===== config.mk =====
export PLATFORM = sky130hd
export DESIGN_NAME = tdr_divider
export DESIGN_NICKNAME = d
export VERILOG_FILES = /design/src/sv/tdr_pkg.sv /design/src/sv/tdr_divider.sv
export SDC_FILE = /design/constraint.sdc
export NUM_CORES = 1
export LEC_CHECK = 0
export ABC_CLOCK_PERIOD_IN_PS = 4200
export BUFFER_PORTS_ARGS = -buffer_cell sky130_fd_sc_hd__buf_4
export CORE_MARGIN = 1
export CORE_UTILIZATION = 55
export DETAILED_ROUTE_END_ITERATION = 8
export PLACE_DENSITY = 0.86
export SLEW_MARGIN = 0
export SYNTH_ARGS = -nofsm -noshare
export SYNTH_HDL_FRONTEND = slang
export SYNTH_SLANG_ARGS = --single-unit
export TNS_END_PERCENT = 1

===== constraint.sdc =====
create_clock -name clk -period 4.2 [get_ports clk]
set_clock_uncertainty 0.05 [all_clocks]
set_input_delay 0.63 -clock clk [delete_from_list [all_inputs] [get_ports clk]]
set_output_delay 0.63 -clock clk [all_outputs]
set_load 0.01 [all_outputs]

===== src/sv/tdr_pkg.sv =====
package tdr_pkg;

    localparam int SCREEN_W = 64;
    localparam int SCREEN_H = 64;
    localparam int XW = $clog2(SCREEN_W);
    localparam int YW = $clog2(SCREEN_H);
    localparam int AW = XW + YW;
    localparam int DEPTH_N = SCREEN_W * SCREEN_H;
    localparam int NUM_W = 48;
    localparam int DEN_W = 24;
    localparam int CNT_W = $clog2(NUM_W + 1);

    localparam logic [1:0] REQ_LOAD  = 2'd0;
    localparam logic [1:0] REQ_SCAN  = 2'd1;
    localparam logic [1:0] REQ_CLEAR = 2'd2;

    localparam logic signed [15:0] DEPTH_MIN = 16'sh8000;
    localparam logic signed [15:0] DEPTH_MAX = 16'sh7fff;

    typedef enum logic [3:0] {
        ST_IDLE,
        ST_CLEAR,
        ST_WEIGHT,
        ST_MUL0,
        ST_MUL1,
        ST_MUL2,
        ST_DIV,
        ST_READ,
        ST_CMP,
        ST_OUT
    } state_t;

    typedef struct packed {
        logic start;
        logic busy;
        logic done;
    } div_ctl_t;

endpackage


===== src/sv/tdr_divider.sv =====
module tdr_divider
    import tdr_pkg::*;
(
    input  logic                     clk,
    input  logic                     rst_n,
    input  logic                     start,
    input  logic signed [NUM_W-1:0]  num,
    input  logic signed [DEN_W-1:0]  den,
    output div_ctl_t                 ctl,
    output logic signed [NUM_W-1:0]  quot
);
    // restoring divider on magnitudes, one quotient bit a cycle
    logic [NUM_W-1:0] q_reg, q_next;
    logic [NUM_W:0]   r_reg, r_next;
    logic [NUM_W-1:0] d_reg, d_next;
    logic [CNT_W-1:0] cnt_reg, cnt_next;
    logic             neg_reg, neg_next;
    logic             busy_reg, busy_next;
    logic             done_reg, done_next;
    logic [NUM_W:0]   trial;
    logic [NUM_W-1:0] num_mag;
    logic [DEN_W-1:0] den_mag;

    always_comb
    begin
        num_mag = num[NUM_W-1] ? NUM_W'(-num) : NUM_W'(num);
        den_mag = den[DEN_W-1] ? DEN_W'(-den) : DEN_W'(den);
        q_next = q_reg;
        r_next = r_reg;
        d_next = d_reg;
        cnt_next = cnt_reg;
        neg_next = neg_reg;
        busy_next = busy_reg;
        done_next = 1'b0;
        trial = {r_reg[NUM_W-1:0], q_reg[NUM_W-1]};
        if (start)
        begin
            q_next = num_mag;
            r_next = '0;
            d_next = NUM_W'(den_mag);
            cnt_next = CNT_W'(NUM_W);
            neg_next = num[NUM_W-1] ^ den[DEN_W-1];
            busy_next = 1'b1;
        end
        else if (busy_reg)
        begin
            q_next = {q_reg[NUM_W-2:0], 1'b0};
            if (trial >= {1'b0, d_reg})
            begin
                r_next = trial - {1'b0, d_reg};
                q_next[0] = 1'b1;
            end
            else
            begin
                r_next = trial;
            end
            cnt_next = cnt_reg - 1'b1;
            if (cnt_reg == CNT_W'(1))
            begin
                busy_next = 1'b0;
                done_next = 1'b1;
            end
        end
    end

    always_ff @(posedge clk or negedge rst_n)
    begin
        if (!rst_n)
        begin
            busy_reg <= 1'b0;
            done_reg <= 1'b0;
            cnt_reg <= '0;
        end
        else
        begin
            busy_reg <= busy_next;
            done_reg <= done_next;
            cnt_reg <= cnt_next;
        end
    end

    always_ff @(posedge clk)
    begin
        q_reg <= q_next;
        r_reg <= r_next;
        d_reg <= d_next;
        neg_reg <= neg_next;
    end

    assign quot = neg_reg ? NUM_W'(-q_reg) : NUM_W'(q_reg);
    assign ctl = '{start: start, busy: busy_reg, done: done_reg};
endmodule


**Yosys cells after proc, flatten, opt, wreduce, memory -nomap -nowiden**

Cells that the tools add are included.

- Eq/ne operators: 1
- Mux-type cells: 15
- Reductions and logical operators: 1
- Bitwise logic cells: 1
- Add/sub/neg operators: 5
- Order comparisons: 1

Operators with widths:

| cell | number |
|---|---|
| two-way mux 48 bit | 5 |
| negator 48 bit | 2 |
| >= comparator 49 x 24 -> 1 bit | 1 |
| subtractor 48 x 24 -> 48 bit | 1 |
| negator 24 bit | 1 |
| two-way mux 23 bit | 1 |
| two-way mux 6 bit | 2 |
| two-way mux 1 bit | 7 |
| equality test 6 x 1 -> 1 bit (second input constant) | 1 |
| subtractor 6 x 1 -> 6 bit (second input constant) | 1 |
| nonzero test 2 bit | 1 |
| bitwise XOR 1 bit | 1 |

- Output and inout port bits: 51
- Logic and storage cells: 32
- Register bits after elaboration: 129

**Logic depth before layout (Yosys ltp)**

Gate-level depths: netlist of the first run.

- Depth after elaboration: 4
- Gate-level depth with buffers: 13
- Depth with buffers taken out: 11

**Worst setup path before layout of the first run**

Ideal clock, no wire load.

- Path kind: register -> output
- Start: register q_reg[23]
- End: output quot[37]
- Arrival time: 3,146 ps
- Setup slack: 374 ps
- Stages on the path, launching flop included: 10
- Data required time: 3,520 ps
- Path through: edfxtp_1 -> or3_4 -> or3_4 -> or3_4 -> or3_4 -> or3_4 -> or4_4 -> buf_6 -> o41ai_4 -> xnor2_1

- Word-level cells in the longest chain between the ends: 2

RTL lines:

| what | RTL line | source |
|---|---|---|
| start: declaration | tdr_divider.sv:13 | `logic [NUM_W-1:0] q_reg, q_next;` |
| start signal: assignment | tdr_divider.sv:84 | `q_reg <= q_next;` |
| negator 48 bit | tdr_divider.sv:90 | `assign quot = neg_reg ? NUM_W'(-q_reg) : NUM_W'(q_reg);` |
| two-way mux 48 bit | tdr_divider.sv:90 |  |
| end: declaration | tdr_divider.sv:10 | `output logic signed [NUM_W-1:0] quot` |

Every way passes these cells.

**Worst setup path in the final report of the first run**

- Start: register q_reg[21]
- End: output quot[37]

Same word-level chain as after synthesis.

==> results of run 1 <==
## through the flow
| stage | std cells | TNS, ns | utilization [%] | total power [mW] |
|---|---|---|---|---|
| 4_1_cts | 1452 | -1.60 | 67.0 | 6.45 |
| 3_3_place_gp | 1418 | 0 | 63.3 | 4.81 |
| 3_5_place_dp | 1418 | 0 | 63.3 | 4.92 |
| 5_1_grt | 1452 | -2.56 | 67.2 | 6.91 |
| 2_1_floorplan | 1119 | 0 | - | 4.09 |
| 6_report | 1452 | -1.68 | 67.2 | 6.52 |
## critical path, stage by stage, from the launching register on
cell and delay [ns]:
sky130_fd_sc_hd__edfxtp_1 0.48, sky130_fd_sc_hd__or3_4 0.37, sky130_fd_sc_hd__or3_4 0.35, sky130_fd_sc_hd__or3_4 0.34, sky130_fd_sc_hd__or3_4 0.35, sky130_fd_sc_hd__or3_4 0.39, sky130_fd_sc_hd__or4_4 0.52, sky130_fd_sc_hd__o41ai_4 0.26
sky130_fd_sc_hd__xnor2_1 0.16, sky130_fd_sc_hd__buf_4 0.14
## report_power, final
group	leakage (nW)	internal [mW]	total [mW]	switching, mW
sequential	1.22	1.65	1.99	0.339
clock	0.291	0.900	1.50	0.598
combinational	2.81	1.32	3.03	1.71
## per-layer routing
metal / wire, um / global-route usage [%] / vias to the layer above
met2: 12300 / 47.9 / 442
met1: 10300 / 35.6 / 4361
li1: - / - / 4314
met5: 0 / 0 / -
met4: 601 / 10.3 / 0
met3: 1840 / 4.99 / 58
## synth_stat cells, drive strengths merged (8+ instances only)
library cell  count  area share [%]
o41ai            19             1.9
buf              11            0.72
xor2             56             5.1
a21oi            86             4.5
ha               29             3.8
nor3             28             1.6
a311oi           14             1.3
a211oi           24             1.9
nand2b           18             1.2
or4              28             2.2
clkbuf           47             1.8
nor2            131             5.2
or3              34             2.5
o31ai            43             3.6
nand2            75             2.9
nand4             9            0.59
o21ai            77             4.0
nand3            18            0.94
nor4             15            0.98
dfrtp             8             2.1
inv              48             1.9
xnor2            88             8.1
mux2i            19             2.0
edfxtp           73              23
dfxtp            48              10
## placed cells by master (no fill, tap or decap), types with 11 or more instances in the layout
cell type and count:
sky130_fd_sc_hd__nand2b_1 18, sky130_fd_sc_hd__xor2_1 56, sky130_fd_sc_hd__o21ai_0 66, sky130_fd_sc_hd__edfxtp_1 73, sky130_fd_sc_hd__o31ai_1 38, sky130_fd_sc_hd__o21ai_1 11, sky130_fd_sc_hd__nor4_1 14, sky130_fd_sc_hd__or3_1 29
sky130_fd_sc_hd__dfxtp_1 48, sky130_fd_sc_hd__a211oi_1 24, sky130_fd_sc_hd__ha_1 29, sky130_fd_sc_hd__xnor2_1 88, sky130_fd_sc_hd__or4_1 26, sky130_fd_sc_hd__a311oi_1 14, sky130_fd_sc_hd__nand2_1 75, sky130_fd_sc_hd__buf_4 138
sky130_fd_sc_hd__inv_1 46, sky130_fd_sc_hd__clkbuf_16 17, sky130_fd_sc_hd__o41ai_1 18, sky130_fd_sc_hd__a21oi_1 86, sky130_fd_sc_hd__nor2_1 130, sky130_fd_sc_hd__nor3_1 25, sky130_fd_sc_hd__nand3_1 18, sky130_fd_sc_hd__mux2i_1 19
## repair_timing
| action | 4_1_cts | 5_1_grt |
|---|---|---|
| hold endpoints to repair | 8 | 0 |
| hold buffers | 1 | 0 |
| endpoints found under the setup margin | 9 | 9 |
| setup buffers | 1 | 0 |
| resized for setup | 1 | 4 |
## area by class of cell
| class | count | area (um^2) | area share, % |
|---|---|---|---|
| clock buffers | 19 | 443 | 3.94 |
| clock inverters | 13 | 149 | 1.32 |
| inverters | 48 | 180 | 1.60 |
| multi-input cells | 884 | 5810 | 51.6 |
| flip-flops and latches | 129 | 3350 | 29.8 |
| well taps | 220 | 275 | 2.45 |
| repair buffers | 139 | 1050 | 9.29 |
## worst paths after layout
kind	from	to	cells after the start
min reg2reg	r_reg[3]	r_reg[3]	2
min	den[0]	d_reg[0]	1
max	q_reg[21]	quot[37]	9
min in group asynchronous	rst_n	cnt_reg[1]	2
max in group asynchronous	rst_n	busy_reg	2
max reg2reg	r_reg[24]	r_reg[13]	9
## cells by family after synthesis
family / Yosys count / share of synthesized area, %
and+or+nand+nor: 394 / 21.1
AOI/OAI and AO/OA: 296 / 20.1
xor gates and xnor gates: 144 / 13.2
DFF: 129 / 35.1
buffers and inverters: 106 / 4.45
adders and majority gates: 30 / 4.01
muxes: 20 / 2.11
==> flow_summary.yaml, run 1 <==
run_status:
  run_status: "finished, violations left"
  violations: "negative setup slack"
timing:
  final.setup.worst_slack_ns: -0.269
  worstMarginPinSlew_ns: 1.29
  max_slew_headroom_pct: 14.1
  setup_violations: 9
  final_period_util_pct: 106
  layout_min_cycle_time_ns: 4.47
  worst_hold_slack_ns: 0.343
  final-max-slew-violation-count: 0
  unrepaired_setup_endpoints_after_global_routing: "true"
  maxClockFrequency_mhz: 224
  timing_hold_violations_final: 0
flow_run:
  cap_viol_max_count: 0
place:
  hpwlAfterDp_um: 18000
  placement.cell_area_mm2: 0.0106
  pre_cts_ws_ns: 0.169
  globalplace.congestion: 0.933
  port_buffers: 125
power_and_ir_drop:
  vdd_ir_drop_max_mv: 0.413
  total_leakage_power_nw: 4.32
  cellPowerDensity_mw_per_mm2: 579
clock_network:
  clk-insertion-delay-late_ns: 0.43
  cts_sinks: 129
  tritoncts.num_buffers: 17
  htree_levels: 4
  worst_setup_hold_path_clk_slew_ns: 0.06
  clock_tree.buffer_depth: 2
  clk_root_buffer_cell: "sky130_fd_sc_hd__clkbuf_16"
  cts_tree: "done"
detailed_routing:
  routed_wire_length_per_instance_um: 17.3
  drt-initial-drc-count: 862
  dr.pass1.iters: 5
  drc_errors: 0
  num_vias: 9175
  routed_wl_um: 25100
  routed_via_density: 6.32
  ant_nets_after_route: 0
yosys:
  syn_warnings: 0
  synth.yosys.seq_area_share_pct: 35.1
  synth.avg_cell_area_um2: 8.54
  synth-edff-count: 73
  syn-instance-count: 1119
  synth_async_sr_flop_share_pct: 6.20
  syn-cell-area_mm2: 0.00956
  syn-num-nets: 1224
  synth_ff_type: "sky130_fd_sc_hd__edfxtp_1"
  ys_seq_elements: 129
  ys_types: 69
floorplan:
  dieWidth_um: 134
  core_mm2: 0.0168
  die_y_um: 134
  placement_rows: 47
  io_pins: 126
  die_area_mm2: 0.0179
  start_util_pct: 57.0
cells_and_area:
  final_layout_size_suffix_gt1_share_pct: 16.1
  final_net_count: 1324
  growth_of_design_area_from_synthesis_to_finish_pct: 17.8
  fillCellCount: 1295
  postLayoutCellArea_mm2: 0.0113
  count_of_inserted_antenna_diode_cells: 0
global_route:
  globalRouteOverflowTotal: 0
  grt_pass1_wl_um: 40700
  first_global_vias: 8455
  antenna_found_initial: 0
  grt_start_max_net_pins: 99
  track_usage_pct: 28.1
worst_setup_path:
  r2r_slack_ns: 0.63
  type_of_element_capturing_the_critical_path: "output port"
  worst-endpoint-arrival_ns: 3.79
  setup.worst_path.class: "reg2out"
  worst-endpoint-required_ns: 3.52
  crit_path_start_kind: "register"
  critical_path.max_fanout: 7
hold_path:
  hp-class: "in2reg"
Note: power is estimated with default switching activity, not from simulation.
==> inputs of run 2 (changes only) <==
--- a/config.mk
+++ b/config.mk
@@ -10,4 +10,5 @@
 export CORE_MARGIN = 1
 export CORE_UTILIZATION = 55
+export CTS_CLUSTER_SIZE = 40
 export DETAILED_ROUTE_END_ITERATION = 8
 export PLACE_DENSITY = 0.86
==> constraint.sdc (replaced) <==
create_clock -name clk -period 4.2 [get_ports clk]
set_clock_uncertainty 0.05 [all_clocks]
set_input_delay 0.84 -clock clk [delete_from_list [all_inputs] [get_ports clk]]
set_output_delay 0.84 -clock clk [all_outputs]
set_load 0.01 [all_outputs]
==> flow_summary.yaml, run 2 (synthesis results as in run 1) <==
clock_network:
  clock_tree.buffer_depth: 2
  post_cts_setup_buffers: 0
  htree_levels: 4
  cts_sinks: 129
  worst_setup_hold_path_clk_slew_ns: 0.06
  clk-insertion-delay-late_ns: 0.43
  cts_tree: "done"
  tritoncts.num_buffers: 17
  clk_root_buffer_cell: "sky130_fd_sc_hd__clkbuf_16"
detailed_routing:
  drc_errors: 0
  routed_wl_um: 25400
  routed_via_density: 6.23
  ant_nets_after_route: 0
  drt-initial-drc-count: 896
  dr.pass1.iters: 5
  routed_wire_length_per_instance_um: 17.4
  num_vias: 9122
floorplan:
  io_pins: 126
  placement_rows: 47
  start_util_pct: 57.0
  die_area_mm2: 0.0179
  die_y_um: 134
  core_mm2: 0.0168
  dieWidth_um: 134
power_and_ir_drop:
  cellPowerDensity_mw_per_mm2: 570
  total_leakage_power_nw: 4.39
  clkPwrFrac_pct: 22.4
  post-layout-total-power_mw: 6.47
  seq_power_share_pct: 30.4
  p_int_mw: 3.83
  vdd_ir_drop_max_mv: 0.370
  share_comb_of_total_power_pct: 47.3
  switching_share_pct: 40.8
  power.switching_mw: 2.64
timing:
  maxClockFrequency_mhz: 216
  worst_hold_slack_ns: 0.170
  final_period_util_pct: 110
  max_slew_headroom_pct: 34.9
  unrepaired_setup_endpoints_after_global_routing: "true"
  final.setup.worst_slack_ns: -0.438
  layout_min_cycle_time_ns: 4.64
  timing_hold_violations_final: 0
  worstMarginPinSlew_ns: 0.966
  setup_violations: 10
  final-max-slew-violation-count: 0
run_status:
  violations: "negative setup slack"
  run_status: "finished, violations left"
flow_run:
  cap_viol_max_count: 0
cells_and_area:
  postLayoutCellArea_mm2: 0.0113
  mostFrequentLayoutCell: "sky130_fd_sc_hd__buf_4"
  most_frequent_cells_in_the_layout: "sky130_fd_sc_hd__buf_4 (151), sky130_fd_sc_hd__nor2_1 (130), sky130_fd_sc_hd__xnor2_1 (87), sky130_fd_sc_hd__a21oi_1 (86), sky130_fd_sc_hd__nand2_1 (74)"
  final_layout_size_suffix_gt1_share_pct: 17.2
  growth_of_design_area_from_synthesis_to_finish_pct: 18.7
  count_of_inserted_antenna_diode_cells: 0
  final_net_count: 1337
  fillCellCount: 1301
worst_setup_path:
  worst-r2r-cell-count: 7
  slowest_delay_ns: 0.51
  worst_path_most_repeated_cell: "sky130_fd_sc_hd__or3_4"
  crit_path_start_kind: "register"
  slowest_stage: "sky130_fd_sc_hd__or4_4"
  type_of_element_capturing_the_critical_path: "output port"
  setup.worst_path.class: "reg2out"
  critical_path.max_fanout: 7
  worstPathCellList: "or3_4, or3_4, or3_4, or3_4, or3_4, or4_4, o31ai_2, xnor2_1, buf_4"
  worst-endpoint-required_ns: 3.31
  worst-endpoint-arrival_ns: 3.75
global_route:
  antenna_found_initial: 0
  grt_pass1_wl_um: 41100
  track_usage_pct: 28.5
  first_global_vias: 8551
  grt_start_max_net_pins: 95
  globalRouteOverflowTotal: 0
place:
  port_buffers: 125
  globalplace.congestion: 0.928
  placement.cell_area_mm2: 0.0107
  hpwlAfterDp_um: 18100
  pre_cts_ws_ns: 0.0178
hold_path:
  hp-class: "in2async"
-- run 2: area by class of cell --
type / count / area (um^2) / area share (%)
multi-input combinational: 884 / 5800 / 51.1
sequential: 129 / 3350 / 29.6
timing repair buffer: 152 / 1150 / 10.2
clock buffer: 20 / 489 / 4.31
tap: 220 / 275 / 2.43
inverter: 48 / 180 / 1.59
clock inverter: 12 / 93.8 / 0.827
-- run 2: per-stage QoR --
| stage | std cells | TNS (ns) | utilization (%) |
|---|---|---|---|
| 3_3_place_gp | 1433 | 0 | 64.1 |
| 2_1_floorplan | 1119 | 0 | - |
| 6_report | 1465 | -3.05 | 67.7 |
| 4_1_cts | 1465 | -3.06 | 67.7 |
| 5_1_grt | 1465 | -4.28 | 67.7 |
| 3_5_place_dp | 1433 | 0 | 64.1 |
-- run 2: power groups by stage --
stage	clock network (mW)	logic [mW]	registers (mW)
2_1_floorplan	0	2.20	1.89
3_3_place_gp	0	2.87	1.95
3_5_place_dp	0	2.95	1.97
4_1_cts	1.46	3.00	1.95
5_1_grt	1.51	3.36	2.00
6_report	1.45	3.06	1.96
-- run 2: per-layer routing --
layer | up-vias | GRT usage (%) | part of all wire (%)
met1 | 4269 | 35.6 | 41
met2 | 434 | 48.1 | 49
met4 | 0 | 13.3 | 2.7
li1 | 4352 | - | -
met3 | 67 | 4.69 | 7.0
met5 | - | 0 | 0
-- run 2: path summary, 6_finish.rpt --
path / start / to / slack (ns)
min in group clk: r_reg[15] / r_reg[15] / 0.42
max in group asynchronous: rst_n / busy_reg / 3.78
max: q_reg[23] / quot[43] / -0.44
max reg2reg: r_reg[24] / r_reg[40] / 0.59
min reg2reg: r_reg[15] / r_reg[15] / 0.42
min: rst_n / done_reg / 0.17
-- run 2: what timing repair did --
item | CTS | global route
hold buffers | 0 | 0
gates resized for setup | 5 | 1
endpoints found under the setup margin | 11 | 16
-- run 2: critical path, delay by kind of cell, from the launching register on --
| family | cells | cell delay (ns) |
|---|---|---|
| compound gates | 1 | 0.24 |
| xor+xnor | 1 | 0.17 |
| simple gates | 6 | 2.34 |
| buf+inv | 1 | 0.15 |
| flops | 1 | 0.41 |
